[src/rtl/ppru_pkg.sv]
`default_nettype none
// ----------------------------------------------------------------------------
// ppru_pkg
// Types, widths and constants shared by the packed pixel run unpacker.
// ----------------------------------------------------------------------------
package ppru_pkg;

    localparam int COORD_W = 16;
    localparam int BYTE_W  = 8;
    localparam int SKIP_W  = 12;
    localparam int CNT_W   = 13;
    localparam int BUF_W   = 16;
    localparam int HELD_W  = 4;
    localparam int BPP_W   = 4;
    localparam int COLOR_W = 8;
    localparam int STEP_W  = 2;
    localparam int TC_W    = 9;
    localparam int ADDR_W  = 5;
    localparam int DATA_W  = 32;
    localparam int Q_DEPTH = 2;
    localparam int Q_AW    = 1;

    localparam logic [BPP_W-1:0] BPP_MAX = BPP_W'(8);

    localparam logic [COLOR_W-1:0] LEAD_MASK [0:8] = '{
        8'h00, 8'h80, 8'hC0, 8'hE0, 8'hF0, 8'hF8, 8'hFC, 8'hFE, 8'hFF
    };

    typedef enum logic [2:0] {
        REG_BPP         = 3'd0,
        REG_CLIP_LEFT   = 3'd1,
        REG_CLIP_RIGHT  = 3'd2,
        REG_CLIP_TOP    = 3'd3,
        REG_CLIP_BOTTOM = 3'd4,
        REG_STEP_X      = 3'd5,
        REG_STEP_Y      = 3'd6,
        REG_TRANS_COLOR = 3'd7
    } t_reg_idx;

    typedef struct packed {
        logic [BPP_W-1:0]          bpp;
        logic signed [COORD_W-1:0] clip_left;
        logic signed [COORD_W-1:0] clip_right;
        logic signed [COORD_W-1:0] clip_top;
        logic signed [COORD_W-1:0] clip_bottom;
        logic [STEP_W-1:0]         step_x;
        logic [STEP_W-1:0]         step_y;
        logic                      trans_en;
        logic [COLOR_W-1:0]        trans_color;
    } t_cfg;

    typedef struct packed {
        logic                      new_run;
        logic signed [COORD_W-1:0] start_x;
        logic signed [COORD_W-1:0] start_y;
        logic [SKIP_W-1:0]         skip;
        logic [CNT_W-1:0]          count;
        logic [BYTE_W-1:0]         data;
    } t_cmd;

    typedef struct packed {
        logic signed [COORD_W-1:0] x;
        logic signed [COORD_W-1:0] y;
        logic [COLOR_W-1:0]        color;
        logic                      run_done;
    } t_pix;

    // Right-aligned mask of bpp ones, taken from the leading-bit table.
    function automatic logic [COLOR_W-1:0] pixel_mask(input logic [BPP_W-1:0] bpp);
        return LEAD_MASK[bpp] >> (BPP_MAX - bpp);
    endfunction

endpackage
`default_nettype wire

[src/rtl/ppru_byte_if.sv]
`default_nettype none
// ----------------------------------------------------------------------------
// ppru_byte_if
// Input channel: one packed bitmap byte per item, with run start fields.
// ----------------------------------------------------------------------------
interface ppru_byte_if import ppru_pkg::*; ();
    logic                      valid;
    logic                      ready;
    logic                      run_start;
    logic signed [COORD_W-1:0] start_x;
    logic signed [COORD_W-1:0] start_y;
    logic [SKIP_W-1:0]         skip_pixels;
    logic [CNT_W-1:0]          pixel_count;
    logic [BYTE_W-1:0]         data_byte;

    modport source (
        output valid, run_start, start_x, start_y, skip_pixels, pixel_count, data_byte,
        input  ready
    );
    modport sink (
        input  valid, run_start, start_x, start_y, skip_pixels, pixel_count, data_byte,
        output ready
    );
endinterface
`default_nettype wire

[src/rtl/ppru_pix_if.sv]
`default_nettype none
// ----------------------------------------------------------------------------
// ppru_pix_if
// Output channel: one pixel write per item.
// ----------------------------------------------------------------------------
interface ppru_pix_if import ppru_pkg::*; ();
    logic                      valid;
    logic                      ready;
    logic signed [COORD_W-1:0] pixel_x;
    logic signed [COORD_W-1:0] pixel_y;
    logic [COLOR_W-1:0]        pixel_color;
    logic                      run_done;
    logic                      last;

    modport source (
        output valid, pixel_x, pixel_y, pixel_color, run_done, last,
        input  ready
    );
    modport sink (
        input  valid, pixel_x, pixel_y, pixel_color, run_done, last,
        output ready
    );
endinterface
`default_nettype wire

[src/rtl/ppru_regs.sv]
`default_nettype none
// ----------------------------------------------------------------------------
// ppru_regs
// APB configuration registers; presents the decoded settings as one struct.
// ----------------------------------------------------------------------------
module ppru_regs import ppru_pkg::*; (
    input  wire logic              i_clk,
    input  wire logic              i_rst_n,
    input  wire logic              psel,
    input  wire logic              penable,
    input  wire logic              pwrite,
    input  wire logic [ADDR_W-1:0] paddr,
    input  wire logic [DATA_W-1:0] pwdata,
    output logic      [DATA_W-1:0] prdata,
    output logic                   pready,
    output t_cfg                   o_cfg
);

    logic [BPP_W-1:0]   r_bpp;
    logic [COORD_W-1:0] r_clip_left;
    logic [COORD_W-1:0] r_clip_right;
    logic [COORD_W-1:0] r_clip_top;
    logic [COORD_W-1:0] r_clip_bottom;
    logic [STEP_W-1:0]  r_step_x;
    logic [STEP_W-1:0]  r_step_y;
    logic [TC_W-1:0]    r_trans;
    logic               wr_en;
    t_reg_idx           reg_idx;

    assign pready  = 1'b1;
    assign wr_en   = psel && penable && pwrite;
    assign reg_idx = t_reg_idx'(paddr[4:2]);

    always_ff @(posedge i_clk) begin
        if (!i_rst_n) begin
            r_bpp         <= BPP_W'(1);
            r_clip_left   <= '0;
            r_clip_right  <= COORD_W'(127);
            r_clip_top    <= '0;
            r_clip_bottom <= COORD_W'(63);
            r_step_x      <= STEP_W'(1);
            r_step_y      <= '0;
            r_trans       <= '1;
        end else if (wr_en) begin
            unique case (reg_idx)
                REG_BPP:         r_bpp         <= pwdata[BPP_W-1:0];
                REG_CLIP_LEFT:   r_clip_left   <= pwdata[COORD_W-1:0];
                REG_CLIP_RIGHT:  r_clip_right  <= pwdata[COORD_W-1:0];
                REG_CLIP_TOP:    r_clip_top    <= pwdata[COORD_W-1:0];
                REG_CLIP_BOTTOM: r_clip_bottom <= pwdata[COORD_W-1:0];
                REG_STEP_X:      r_step_x      <= pwdata[STEP_W-1:0];
                REG_STEP_Y:      r_step_y      <= pwdata[STEP_W-1:0];
                REG_TRANS_COLOR: r_trans       <= pwdata[TC_W-1:0];
                default: ;
            endcase
        end
    end

    always_comb begin
        unique case (reg_idx)
            REG_BPP:         prdata = DATA_W'(r_bpp);
            REG_CLIP_LEFT:   prdata = DATA_W'(r_clip_left);
            REG_CLIP_RIGHT:  prdata = DATA_W'(r_clip_right);
            REG_CLIP_TOP:    prdata = DATA_W'(r_clip_top);
            REG_CLIP_BOTTOM: prdata = DATA_W'(r_clip_bottom);
            REG_STEP_X:      prdata = DATA_W'(r_step_x);
            REG_STEP_Y:      prdata = DATA_W'(r_step_y);
            REG_TRANS_COLOR: prdata = DATA_W'(r_trans);
            default:         prdata = '0;
        endcase
    end

    // A width of zero behaves as one bit and anything above eight as eight.
    always_comb begin
        if (r_bpp == '0) begin
            o_cfg.bpp = BPP_W'(1);
        end else if (r_bpp > BPP_MAX) begin
            o_cfg.bpp = BPP_MAX;
        end else begin
            o_cfg.bpp = r_bpp;
        end
        o_cfg.clip_left   = r_clip_left;
        o_cfg.clip_right  = r_clip_right;
        o_cfg.clip_top    = r_clip_top;
        o_cfg.clip_bottom = r_clip_bottom;
        o_cfg.step_x      = r_step_x;
        o_cfg.step_y      = r_step_y;
        // Any negative transparent color turns transparency off.
        o_cfg.trans_en    = !r_trans[TC_W-1];
        o_cfg.trans_color = r_trans[COLOR_W-1:0];
    end

endmodule
`default_nettype wire

[src/rtl/ppru_front.sv]
`default_nettype none
// ----------------------------------------------------------------------------
// ppru_front
// Input stage: registers each byte item and turns it into a command, with the
// run length saturated to the largest supported run.
// ----------------------------------------------------------------------------
module ppru_front import ppru_pkg::*; #(
    parameter int MAX_RUN = 4096
) (
    input  wire logic i_clk,
    input  wire logic i_rst_n,
    ppru_byte_if.sink i_byte,
    output logic      o_cmd_valid,
    output t_cmd      o_cmd,
    input  wire logic i_cmd_ready
);

    localparam int CNT_MAX = (MAX_RUN < (2**CNT_W - 1)) ? MAX_RUN : (2**CNT_W - 1);

    logic             r_valid;
    t_cmd             r_cmd;
    t_cmd             n_cmd;
    logic             take;
    logic [CNT_W-1:0] cnt_sat;

    assign i_byte.ready = !r_valid || i_cmd_ready;
    assign take         = i_byte.valid && i_byte.ready;
    assign o_cmd_valid  = r_valid;
    assign o_cmd        = r_cmd;

    always_comb begin
        if (32'(i_byte.pixel_count) > 32'(CNT_MAX)) begin
            cnt_sat = CNT_W'(CNT_MAX);
        end else begin
            cnt_sat = i_byte.pixel_count;
        end
        n_cmd.new_run = i_byte.run_start;
        n_cmd.start_x = i_byte.start_x;
        n_cmd.start_y = i_byte.start_y;
        n_cmd.skip    = i_byte.skip_pixels;
        n_cmd.count   = cnt_sat;
        n_cmd.data    = i_byte.data_byte;
    end

    always_ff @(posedge i_clk) begin
        if (!i_rst_n) begin
            r_valid <= 1'b0;
        end else if (take) begin
            r_valid <= 1'b1;
        end else if (i_cmd_ready) begin
            r_valid <= 1'b0;
        end
    end

    always_ff @(posedge i_clk) begin
        if (take) begin
            r_cmd <= n_cmd;
        end
    end

endmodule
`default_nettype wire

[src/rtl/ppru_queue.sv]
`default_nettype none
// ----------------------------------------------------------------------------
// ppru_queue
// Short command queue between the input stage and the pixel engine.
// ----------------------------------------------------------------------------
module ppru_queue import ppru_pkg::*; (
    input  wire logic i_clk,
    input  wire logic i_rst_n,
    input  wire logic i_push_valid,
    output logic      o_push_ready,
    input  wire t_cmd i_push,
    output logic      o_pop_valid,
    input  wire logic i_pop_ready,
    output t_cmd      o_pop
);

    localparam int CW = $clog2(Q_DEPTH + 1);

    t_cmd            r_mem [Q_DEPTH];
    logic [Q_AW-1:0] r_wr_ptr;
    logic [Q_AW-1:0] r_rd_ptr;
    logic [CW-1:0]   r_count;
    logic            push;
    logic            pop;

    assign o_push_ready = (r_count != CW'(Q_DEPTH));
    assign o_pop_valid  = (r_count != '0);
    assign o_pop        = r_mem[r_rd_ptr];
    assign push         = i_push_valid && o_push_ready;
    assign pop          = o_pop_valid && i_pop_ready;

    always_ff @(posedge i_clk) begin
        if (!i_rst_n) begin
            r_wr_ptr <= '0;
            r_rd_ptr <= '0;
            r_count  <= '0;
        end else begin
            if (push) begin
                r_wr_ptr <= r_wr_ptr + Q_AW'(1);
            end
            if (pop) begin
                r_rd_ptr <= r_rd_ptr + Q_AW'(1);
            end
            if (push && !pop) begin
                r_count <= r_count + CW'(1);
            end else if (pop && !push) begin
                r_count <= r_count - CW'(1);
            end
        end
    end

    always_ff @(posedge i_clk) begin
        if (push) begin
            r_mem[r_wr_ptr] <= i_push;
        end
    end

endmodule
`default_nettype wire

[src/rtl/ppru_back.sv]
`default_nettype none
// ----------------------------------------------------------------------------
// ppru_back
// Pixel engine: takes one pixel per cycle from the bit buffer unless stalled,
// clips it, holds each visible write back by one, and marks a byte's last write.
// ----------------------------------------------------------------------------
module ppru_back import ppru_pkg::*; #(
    parameter int MAX_RUN = 4096
) (
    input  wire logic   i_clk,
    input  wire logic   i_rst_n,
    input  wire t_cfg   i_cfg,
    input  wire logic   i_cmd_valid,
    input  wire t_cmd   i_cmd,
    output logic        o_cmd_ready,
    ppru_pix_if.source  o_pix
);

    localparam int CNT_MAX = (MAX_RUN < (2**CNT_W - 1)) ? MAX_RUN : (2**CNT_W - 1);
    localparam int PL_W    = $clog2(CNT_MAX + 1);

    // Engine state.
    logic                      r_work,  n_work;
    logic [BUF_W-1:0]          r_buf,   n_buf;
    logic [HELD_W-1:0]         r_held,  n_held;
    logic signed [COORD_W-1:0] r_x,     n_x;
    logic signed [COORD_W-1:0] r_y,     n_y;
    logic [SKIP_W-1:0]         r_skip,  n_skip;
    logic [PL_W-1:0]           r_pl,    n_pl;

    // Held write and output register.
    logic r_h_valid, n_h_valid;
    logic r_h_last,  n_h_last;
    t_pix r_h,       n_h;
    logic r_out_valid;
    logic r_out_last;
    t_pix r_out;

    logic               out_free;
    logic               step_en;
    logic               pop;
    logic               hold_go;
    logic               out_last;
    logic [HELD_W-1:0]  held1;
    logic [COLOR_W-1:0] color;
    logic               is_skip;
    logic               in_clip;
    logic               vis;
    logic               eob;
    t_pix               ev;

    assign out_free = !r_out_valid || o_pix.ready;
    assign step_en  = r_work && (!r_h_valid || out_free);

    always_comb begin
        held1   = r_held - i_cfg.bpp;
        color   = COLOR_W'(r_buf >> held1) & pixel_mask(i_cfg.bpp);
        is_skip = (r_skip != '0);
        in_clip = (r_x >= i_cfg.clip_left) && (r_x <= i_cfg.clip_right) &&
                  (r_y >= i_cfg.clip_top)  && (r_y <= i_cfg.clip_bottom);
        vis     = !is_skip && in_clip && (!i_cfg.trans_en || color != i_cfg.trans_color);

        n_work = r_work;
        n_buf  = r_buf;
        n_held = r_held;
        n_x    = r_x;
        n_y    = r_y;
        n_skip = r_skip;
        n_pl   = r_pl;

        ev.x        = r_x;
        ev.y        = r_y;
        ev.color    = color;
        ev.run_done = (r_pl == PL_W'(1));

        // Extract one pixel: skipped pixels use bits but do not move.
        if (step_en) begin
            n_held = held1;
            n_buf  = r_buf & ((BUF_W'(1) << held1) - BUF_W'(1));
            if (is_skip) begin
                n_skip = r_skip - SKIP_W'(1);
            end else begin
                n_pl = r_pl - PL_W'(1);
                n_x  = r_x + {{(COORD_W-STEP_W){i_cfg.step_x[STEP_W-1]}}, i_cfg.step_x};
                n_y  = r_y + {{(COORD_W-STEP_W){i_cfg.step_y[STEP_W-1]}}, i_cfg.step_y};
            end
        end

        eob = !((held1 >= i_cfg.bpp) && (n_pl != '0));

        if (step_en && eob) begin
            n_work = 1'b0;
            if (n_pl == '0) begin
                n_buf  = '0;
                n_held = '0;
                n_skip = '0;
            end
        end

        // The next byte is loaded in the cycle that finishes the current one.
        pop = i_cmd_valid && (!r_work || (step_en && eob));
        if (pop) begin
            if (i_cmd.new_run) begin
                n_x    = i_cmd.start_x;
                n_y    = i_cmd.start_y;
                n_skip = i_cmd.skip;
                n_pl   = PL_W'(i_cmd.count);
                n_buf  = '0;
                n_held = '0;
            end
            // Without an active run the byte is dropped.
            if (n_pl != '0) begin
                n_buf  = {n_buf[BUF_W-BYTE_W-1:0], i_cmd.data};
                n_held = n_held + HELD_W'(BYTE_W);
                n_work = 1'b1;
            end
        end
    end

    assign o_cmd_ready = !r_work || (step_en && eob);

    // A held write leaves once it is known whether a later write of the same
    // byte follows; a visible pixel with nothing after it is flagged last.
    always_comb begin
        hold_go   = r_h_valid && out_free &&
                    (r_h_last || (step_en && (vis || eob)));
        out_last  = r_h_last || (step_en && eob && !vis);
        n_h_valid = r_h_valid;
        n_h_last  = r_h_last;
        n_h       = r_h;
        if (step_en && vis) begin
            n_h_valid = 1'b1;
            n_h_last  = eob;
            n_h       = ev;
        end else if (hold_go) begin
            n_h_valid = 1'b0;
        end
    end

    always_ff @(posedge i_clk) begin
        if (!i_rst_n) begin
            r_work      <= 1'b0;
            r_buf       <= '0;
            r_held      <= '0;
            r_x         <= '0;
            r_y         <= '0;
            r_skip      <= '0;
            r_pl        <= '0;
            r_h_valid   <= 1'b0;
            r_h_last    <= 1'b0;
            r_out_valid <= 1'b0;
        end else begin
            r_work    <= n_work;
            r_buf     <= n_buf;
            r_held    <= n_held;
            r_x       <= n_x;
            r_y       <= n_y;
            r_skip    <= n_skip;
            r_pl      <= n_pl;
            r_h_valid <= n_h_valid;
            r_h_last  <= n_h_last;
            if (hold_go) begin
                r_out_valid <= 1'b1;
            end else if (o_pix.ready) begin
                r_out_valid <= 1'b0;
            end
        end
    end

    always_ff @(posedge i_clk) begin
        r_h <= n_h;
        if (hold_go) begin
            r_out      <= r_h;
            r_out_last <= out_last;
        end
    end

    assign o_pix.valid       = r_out_valid;
    assign o_pix.pixel_x     = r_out.x;
    assign o_pix.pixel_y     = r_out.y;
    assign o_pix.pixel_color = r_out.color;
    assign o_pix.run_done    = r_out.run_done;
    assign o_pix.last        = r_out_last;

endmodule
`default_nettype wire

[src/rtl/packed_pixel_run_unpack.sv]
`default_nettype none
// ----------------------------------------------------------------------------
// packed_pixel_run_unpack
// Unpacks runs of 1..8 bit packed pixels into clipped pixel writes.
// ----------------------------------------------------------------------------
// Usage: i_byte carries one bitmap byte per item (valid/ready); the first
// item of a run also carries start position, skip count and pixel count.
// o_pix carries one pixel write per item, with run_done on the final pixel
// of a run and last on the final write caused by an input byte. The APB port
// (psel/penable/pwrite, registers at byte address 4*index) sets pixel width,
// clip rectangle, step and transparent color; write it only while idle.
// Throughput: the pixel engine takes one pixel per cycle unless a write waits
// on a stalled o_pix; the next byte is loaded in the cycle that finishes the
// current one. Path: an accepted byte passes the input register and the
// command queue to the engine; a visible pixel is held until the next visible
// pixel or the end of its byte, then goes through the output register to o_pix.
// Reset: synchronous, clears all control state and loads the register
// defaults; no run is active afterwards. When o_pix stalls, the engine stops
// while a write waits, and a two-entry queue plus the input register keep
// accepting bytes until they fill.
// ----------------------------------------------------------------------------
module packed_pixel_run_unpack import ppru_pkg::*; #(
    parameter int MAX_RUN = 4096
) (
    input  wire logic              i_clk,
    input  wire logic              i_rst_n,
    ppru_byte_if.sink              i_byte,
    ppru_pix_if.source             o_pix,
    input  wire logic              psel,
    input  wire logic              penable,
    input  wire logic              pwrite,
    input  wire logic [ADDR_W-1:0] paddr,
    input  wire logic [DATA_W-1:0] pwdata,
    output logic      [DATA_W-1:0] prdata,
    output logic                   pready
);

    t_cfg cfg;
    logic fq_valid;
    logic fq_ready;
    t_cmd fq_cmd;
    logic qb_valid;
    logic qb_ready;
    t_cmd qb_cmd;

    ppru_regs u_regs (
        .i_clk   (i_clk),
        .i_rst_n (i_rst_n),
        .psel    (psel),
        .penable (penable),
        .pwrite  (pwrite),
        .paddr   (paddr),
        .pwdata  (pwdata),
        .prdata  (prdata),
        .pready  (pready),
        .o_cfg   (cfg)
    );

    ppru_front #(.MAX_RUN(MAX_RUN)) u_front (
        .i_clk       (i_clk),
        .i_rst_n     (i_rst_n),
        .i_byte      (i_byte),
        .o_cmd_valid (fq_valid),
        .o_cmd       (fq_cmd),
        .i_cmd_ready (fq_ready)
    );

    ppru_queue u_queue (
        .i_clk        (i_clk),
        .i_rst_n      (i_rst_n),
        .i_push_valid (fq_valid),
        .o_push_ready (fq_ready),
        .i_push       (fq_cmd),
        .o_pop_valid  (qb_valid),
        .i_pop_ready  (qb_ready),
        .o_pop        (qb_cmd)
    );

    ppru_back #(.MAX_RUN(MAX_RUN)) u_back (
        .i_clk       (i_clk),
        .i_rst_n     (i_rst_n),
        .i_cfg       (cfg),
        .i_cmd_valid (qb_valid),
        .i_cmd       (qb_cmd),
        .o_cmd_ready (qb_ready),
        .o_pix       (o_pix)
    );

endmodule
`default_nettype wire

[src/flat_wrapper.sv]
// flat-port wrapper written by rule: the top's interface ports become plain ports
module packed_pixel_run_unpack_flat import ppru_pkg::*;
#(
    parameter int MAX_RUN = 4096
)
  (i_clk, i_rst_n, psel, penable, pwrite, paddr, pwdata, prdata, pready, i_byte_valid, i_byte_run_start, i_byte_start_x, i_byte_start_y, i_byte_skip_pixels, i_byte_pixel_count, i_byte_data_byte, i_byte_ready, o_pix_valid, o_pix_pixel_x, o_pix_pixel_y, o_pix_pixel_color, o_pix_run_done, o_pix_last, o_pix_ready);
  ppru_byte_if i_byte_i ();
  ppru_pix_if o_pix_i ();
  input  wire logic i_clk;
  input  wire logic i_rst_n;
  input  wire logic psel;
  input  wire logic penable;
  input  wire logic pwrite;
  input  wire logic [ADDR_W-1:0] paddr;
  input  wire logic [DATA_W-1:0] pwdata;
  output logic      [DATA_W-1:0] prdata;
  output logic pready;
  input wire logic [$bits(i_byte_i.valid)-1:0] i_byte_valid;
  input wire logic [$bits(i_byte_i.run_start)-1:0] i_byte_run_start;
  input wire logic [$bits(i_byte_i.start_x)-1:0] i_byte_start_x;
  input wire logic [$bits(i_byte_i.start_y)-1:0] i_byte_start_y;
  input wire logic [$bits(i_byte_i.skip_pixels)-1:0] i_byte_skip_pixels;
  input wire logic [$bits(i_byte_i.pixel_count)-1:0] i_byte_pixel_count;
  input wire logic [$bits(i_byte_i.data_byte)-1:0] i_byte_data_byte;
  output wire logic [$bits(i_byte_i.ready)-1:0] i_byte_ready;
  output wire logic [$bits(o_pix_i.valid)-1:0] o_pix_valid;
  output wire logic [$bits(o_pix_i.pixel_x)-1:0] o_pix_pixel_x;
  output wire logic [$bits(o_pix_i.pixel_y)-1:0] o_pix_pixel_y;
  output wire logic [$bits(o_pix_i.pixel_color)-1:0] o_pix_pixel_color;
  output wire logic [$bits(o_pix_i.run_done)-1:0] o_pix_run_done;
  output wire logic [$bits(o_pix_i.last)-1:0] o_pix_last;
  input wire logic [$bits(o_pix_i.ready)-1:0] o_pix_ready;
  assign i_byte_i.valid = i_byte_valid;
  assign i_byte_i.run_start = i_byte_run_start;
  assign i_byte_i.start_x = i_byte_start_x;
  assign i_byte_i.start_y = i_byte_start_y;
  assign i_byte_i.skip_pixels = i_byte_skip_pixels;
  assign i_byte_i.pixel_count = i_byte_pixel_count;
  assign i_byte_i.data_byte = i_byte_data_byte;
  assign i_byte_ready = i_byte_i.ready;
  assign o_pix_valid = o_pix_i.valid;
  assign o_pix_pixel_x = o_pix_i.pixel_x;
  assign o_pix_pixel_y = o_pix_i.pixel_y;
  assign o_pix_pixel_color = o_pix_i.pixel_color;
  assign o_pix_run_done = o_pix_i.run_done;
  assign o_pix_last = o_pix_i.last;
  assign o_pix_i.ready = o_pix_ready;
  packed_pixel_run_unpack #(.MAX_RUN(MAX_RUN)) u_core (.i_clk(i_clk), .i_rst_n(i_rst_n), .i_byte(i_byte_i), .o_pix(o_pix_i), .psel(psel), .penable(penable), .pwrite(pwrite), .paddr(paddr), .pwdata(pwdata), .prdata(prdata), .pready(pready));
endmodule
[config.mk]
export PLATFORM = sky130hd
export DESIGN_NAME = packed_pixel_run_unpack_flat
export DESIGN_NICKNAME = d
export VERILOG_FILES = /design/src/rtl/ppru_pkg.sv /design/src/rtl/ppru_byte_if.sv /design/src/rtl/ppru_pix_if.sv /design/src/rtl/ppru_regs.sv /design/src/rtl/ppru_front.sv /design/src/rtl/ppru_queue.sv /design/src/rtl/ppru_back.sv /design/src/rtl/packed_pixel_run_unpack.sv /design/src/flat_wrapper.sv
export SDC_FILE = /design/constraint.sdc
export NUM_CORES = 1
export LEC_CHECK = 0
export BUFFER_PORTS_ARGS = -buffer_cell sky130_fd_sc_hd__buf_2
export CORE_ASPECT_RATIO = 1.75
export CORE_UTILIZATION = 50
export CTS_CLUSTER_DIAMETER = 60
export DETAILED_ROUTE_END_ITERATION = 8
export PLACE_DENSITY_LB_ADDON = 0.08
export SLEW_MARGIN = 10
export SYNTH_ARGS = -nofsm -noshare
export SYNTH_HDL_FRONTEND = slang
export SYNTH_HIERARCHICAL = 1
export SYNTH_SLANG_ARGS = --single-unit
export TNS_END_PERCENT = 10
[constraint.sdc]
create_clock -name i_clk -period 7.05 [get_ports i_clk]
set_input_delay 1.41 -clock i_clk [delete_from_list [all_inputs] [get_ports i_clk]]
set_output_delay 1.41 -clock i_clk [all_outputs]
set_load 0.01 [all_outputs]
==> results.toml, run 1 <==
[outcome]
status = "complete, no violations"

[finish]
diodes = 0
drive_gt1_frac = 0.181
area_delta_synth_final_pct = 11.4
regMostFlops = "u_core/u_queue/r_mem"
final_common_cell = "edfxtp_1"
largest_register_ffs = 132
final_nets = 2296
final_cell_mix = "281 x edfxtp_1, 168 x nand2_1, 167 x dfxtp_1, 150 x buf_2, 113 x inv_1"

[grt]
grt_max_degree = 79
use_met3 = 0.0266
use_met1 = 0.276
grt_usage = 0.235
antenna_found_initial = 2
grt-busiest-layer = "met2"
grt_use_met2 = 0.429
grt_pass1_wl_microns = 82900
first_global_vias = 15400
grt_overflow = 0

[synth]
ys_top_cells_by_area = "edfxtp_1 38%, dfxtp_1 15%, ha_1 6.1%"
synthesis.area_sq_mm = 0.0223
synth-seq-area-share = 0.529
yosys.area.top_type = "edfxtp_1"
synth-edff-count = 281
synth_cell_types = 91
synth_top_area_share = 0.378
synthFlopType = "edfxtp_1"
synthCells = 1962
avgSynthCellArea_sq_um = 11.4
ys_seq_elements = 449
ys_warn_count = 6
synthArstFlopShare = 0

[floorplan]
ioPinCount = 187
floorplan.rows = 102
core-area_sq_mm = 0.0442
die_height_microns = 281
die_area_sq_mm = 0.0455
dieWidth_microns = 162
initial_utilization = 0.505

[clock_tree]
clk_pin_slew_ns = 0.06
postCtsSetupRepairBufs = 0
cts_hold_buffers = 0
htree_num_levels = 2
cts.sinks = 449
root_buffer = "clkbuf_16"
ctsResizeCount = 0
cts_buffers = 44
clock_latency_ns = 0.57
clockBufferDepth = 3
cts_tree = "done"

[routing]
wl_per_cell_microns = 19.8
drt-pass1-iter-count = 5
drt-vias-per-instance = 5.71
ant_nets = 0
routed_wl_microns = 53100
drc_errors = 0
drt_iter0_markers = 994
vias = 15300

[worst_setup_path]
critPathTopFamily = "simple AND/OR/NAND/NOR gates"
path_max_fanout = 24
crit_path_cell_trace = "nor2_1 -> buf_4 -> ha_1 -> fa_1 -> buf_4 -> mux4_2 -> and2_0 -> a221oi_1 -> a2111oi_0 -> nor2_1 -> nor4b_1 -> nand4_1 -> and4b_1 -> and2_2 -> buf_12"
arrival_ns = 5.81
critPathBufInv = 3
crit_type = "flip-flop to flip-flop"
end_kind = "flip-flop"
critPathSlowestCell = "fa_1"
slowest_delay_ns = 0.76
cp.required_ns = 7.35
cp-start-kind = "flip-flop"

[sta]
setup_violations = 0
finClkSkew_ns = 0.0182
fin_ws_ns = 1.54
min_period_ns = 5.51
drv_slew = 0
tightest_slew_ns = 1.01
rsz0062_at_grt = "false"
hold_viol = 0
fin_tns_setup_ns = 0
slew-limit-headroom = 0.330
fmaxAchievable_mhz = 181
min_period_over_period = 0.782

[power_and_ir_drop]
ir_worst_vdd_v = 0.000264
p_sw_frac = 0.365
p_int_uw = 5850
seq_power_share = 0.382
switchingPower_uw = 3350
power_frac_comb = 0.356
clockPowerShare = 0.262
p_leak_uw = 0.00944
cellPowerDensity_mw_per_mm2 = 370

[placement]
dp_slack_ns = 1.57
globalplace.congestion = 0.902
io_buffers = 151
dp_hpwl_microns = 38000

[flow_run]
max_cap_violations = 0

[worst_hold_path]
worstHoldPathType = "flip-flop to flip-flop"
kinds of logic after synthesis:
| kind of cell | after synthesis | synth area share |
|---|---|---|
| adder cells (fa/ha/maj) | 114 | 0.0647 |
| AND/OR/NAND/NOR | 538 | 0.123 |
| buffers and inverters | 237 | 0.0497 |
| other | 2 | 0.000337 |
| flip-flops | 449 | 0.529 |
| AO/OA/AOI/OAI | 394 | 0.122 |
| multiplexers | 175 | 0.0911 |
| XOR/XNOR | 53 | 0.0208 |
power by group through the flow:
| stage | Clock (uW) | Combinational (uW) | Sequential (uW) |
|---|---|---|---|
| after floorplan | 0 | 2490 | 3400 |
| after global placement | 0 | 3220 | 3550 |
| after detailed placement | 0 | 3270 | 3560 |
| after CTS | 2480 | 3290 | 3510 |
| after global routing | 2580 | 3640 | 3550 |
| final | 2410 | 3280 | 3510 |
through the flow:
stage / area, sq um / std cells / power, uW / util / hold slack, ns
finish: 24900 / 2682 / 9200 / 0.563 / 0.417
detailed placement: 23400 / 2600 / 6830 / 0.529 / 0.405
global placement: 23400 / 2600 / 6770 / 0.529 / 0.401
floorplan: 22400 / 1977 / 5900 / - / 0.400
CTS: 24900 / 2682 / 9280 / 0.563 / 0.416
global route: 24900 / 2682 / 9760 / 0.563 / 0.420
Yosys cell counts (10+ instances only):
cell	number
inv_1	114
xor2_1	15
o21ai_0	78
nor2b_2	10
a22oi_1	14
o311ai_0	11
a22o_1	13
buf_6	12
o211ai_1	25
a31oi_1	11
clkbuf_1	58
nor4_1	21
a211oi_1	32
nor3_1	49
a221oi_1	10
a21oi_1	82
nand3b_1	12
nor2b_1	30
xnor2_1	38
buf_2	19
mux2_2	85
nand4_1	19
or3_1	19
mux2i_1	76
edfxtp_1	281
ha_1	109
nand2b_1	10
nand2_1	168
o21a_1	13
mux4_2	14
nor2_1	102
o31a_1	10
and2_1	21
a311oi_1	12
a21o_1	19
buf_4	28
dfxtp_1	168
nand3_1	28
metal layers:
layer	vias up	routed length, microns
met4	4	2150
met2	416	27600
met1	7335	21200
met5	-	19
met3	114	2180
li1	7449	-
worst paths after layout:
path                                endpoint  slack, ns                    from  cells after the start
max                     u_core/u_back/r_h[6]       1.54  u_core/u_regs/r_bpp[3]                     15
max reg2reg             u_core/u_back/r_h[6]       1.54  u_core/u_regs/r_bpp[3]                     15
min reg2reg  u_core/u_back/o_pix.pixel_x[14]       0.42   u_core/u_back/r_h[39]                      0
min          u_core/u_back/o_pix.pixel_x[14]       0.42   u_core/u_back/r_h[39]                      0
cell type report:
| class | count | area (sq um) |
|---|---|---|
| Sequential cell | 449 | 11800 |
| Inverter | 115 | 432 |
| Tap cell | 572 | 716 |
| Clock inverter | 21 | 229 |
| Clock buffer | 61 | 1260 |
| Fill cell | 3891 | 19300 |
| Timing Repair Buffer | 173 | 948 |
| Multi-Input combinational cell | 1291 | 9480 |
(Power assumes the default switching activity.)
==> run 2, diff against run 1 <==
clock period = 5.2 ns   (was 7.05 ns; I/O delays follow)
==> run 2 against run 1 <==
Critical path depth shrank 1. Final cell count grew 0.78%. Power grew 36%. Largest power group unchanged. Utilization grew 0.33 points. Non-clock buffer count grew 23. Clock power grew 33%. Fmax grew 15%. Design area grew 0.59%. Wire length grew 0.97%.
==> results.toml, run 2 (same netlist as run 1, synthesis figures left out) <==
[clock_tree]
cts_tree = "done"
clk_pin_slew_ns = 0.06
clock_latency_ns = 0.57
root_buffer = "clkbuf_16"
cts_buffers = 43
cts_hold_buffers = 0
ctsResizeCount = 0
cts.sinks = 449
htree_num_levels = 2
postCtsSetupRepairBufs = 0
clockBufferDepth = 3

[finish]
regMostFlops = "u_core/u_queue/r_mem"
multi_input_comb_area_sq_mm = 0.00948
drive_gt1_frac = 0.191
final_cell_mix = "281 x edfxtp_1, 168 x nand2_1, 167 x dfxtp_1, 150 x buf_2, 113 x inv_1"
diodes = 0
final_common_cell = "edfxtp_1"
seqCellArea_sq_mm = 0.0118
area_delta_synth_final_pct = 12.1
final_nets = 2318
layout.cells.non_filler = 2703
largest_register_ffs = 132
fillers = 3830

[routing]
drt_iter0_markers = 1118
drt-vias-per-instance = 5.73
vias = 15500
ant_nets = 0
wl_per_cell_microns = 19.9
drc_errors = 0
routed_wl_microns = 53700
drt-pass1-iter-count = 5

[sta]
finClkSkew_ns = 0.0152
hold_viol = 0
rsz0062_at_grt = "false"
tightest_slew_ns = 1.09
fmaxAchievable_mhz = 208
drv_slew = 0
slew-limit-headroom = 0.272
min_period_over_period = 0.925
setup_violations = 0
min_period_ns = 4.81
fin_tns_setup_ns = 0

[worst_hold_path]
worstHoldPathType = "flip-flop to flip-flop"

[floorplan]
core-area_sq_mm = 0.0442
die_height_microns = 281
floorplan.rows = 102
initial_utilization = 0.505
ioPinCount = 187
dieWidth_microns = 162
die_area_sq_mm = 0.0455

[power_and_ir_drop]
p_leak_uw = 0.00954
cellPowerDensity_mw_per_mm2 = 501
seq_power_share = 0.382
switchingPower_uw = 4570
clockPowerShare = 0.256
power_frac_comb = 0.362
p_sw_frac = 0.365
p_int_uw = 7960
ir_worst_vdd_v = 0.000330

[placement]
dp_hpwl_microns = 39000
dp_cells = 2623
io_buffers = 151
globalplace.congestion = 0.885

[worst_setup_path]
slowest_delay_ns = 0.56
end_kind = "flip-flop"
crit_path_cell_trace = "nor2b_1 -> inv_1 -> ha_1 -> ha_1 -> nor2b_1 -> a21o_1 -> or4_1 -> a221oi_1 -> o221ai_1 -> nor4bb_1 -> nand4_1 -> nand4_1 -> a21oi_4 -> buf_12"
cp.required_ns = 5.49
critPathBufInv = 2
cp-start-kind = "flip-flop"
critPathSlowestCell = "or4_1"
path_max_fanout = 42
critPathTopFamily = "simple AND/OR/NAND/NOR gates"
crit_type = "flip-flop to flip-flop"
arrival_ns = 5.10

[grt]
antenna_found_initial = 2
grt_pass1_wl_microns = 83400
first_global_vias = 15700
grt_max_degree = 68
grt_overflow = 0
grt_usage = 0.237

[outcome]
status = "complete, no violations"

[flow_run]
max_cap_violations = 0
==> run 2: stage by stage <==
stage / utilization / cell area [sq um] / total power, uW / setup slack [ns] / hold WS (ns)
after detailed placement: 0.534 / 23600 / 9380 / 0.345 / 0.406
after global routing: 0.566 / 25000 / 13300 / 0.0292 / 0.428
final: 0.566 / 25000 / 12500 / 0.388 / 0.419
after global placement: 0.534 / 23600 / 9310 / 0.366 / 0.401
after CTS: 0.566 / 25000 / 12600 / 0.310 / 0.420
after floorplan: - / 22400 / 7990 / 0.187 / 0.400
==> run 2: cell type report <==
class / count / share of cell area
clock buffer: 54 / 0.0467
clock inverter: 26 / 0.0114
inverter: 115 / 0.0173
multi-input combinational: 1291 / 0.379
sequential: 449 / 0.472
tap: 572 / 0.0286
timing repair buffer: 196 / 0.0453
==> run 2: worst register-to-register path, stage by stage (launching register included) <==
cell and delay (ns):
dfxtp_1 0.48, nor2b_1 0.51, inv_1 0.20, ha_1 0.24
ha_1 0.19, nor2b_1 0.15, a21o_1 0.23, or4_1 0.56
a221oi_1 0.45, o221ai_1 0.19, nor4bb_1 0.34, nand4_1 0.31
nand4_1 0.34, a21oi_4 0.10, buf_12 0.22
==> run 2: path summary, 6_finish.rpt <==
path                           from                             end  slack [ns]  cells after the start
min reg2reg   u_core/u_back/r_h[34]  u_core/u_back/o_pix.pixel_x[9]        0.42                      0
max          u_core/u_regs/r_bpp[3]  u_core/u_back/o_pix.pixel_y[7]        0.39                     14
max reg2reg  u_core/u_regs/r_bpp[3]  u_core/u_back/o_pix.pixel_y[7]        0.39                     14
min           u_core/u_back/r_h[34]  u_core/u_back/o_pix.pixel_x[9]        0.42                      0
==> run 2: routing by layer <==
layer	wire length, microns	up-vias	global-route usage
met5	20	-	0
met4	2520	4	0.116
met3	2290	136	0.0309
met2	28000	441	0.438
met1	20800	7433	0.265
li1	-	7478	-
==> run 2: power groups by stage <==
stage	sequential [uW]	combinational, uW	clock, uW
final	4780	4540	3210
after global placement	4840	4480	0
after global routing	4830	5030	3430
after detailed placement	4860	4520	0
after CTS	4780	4550	3300
after floorplan	4610	3380	0
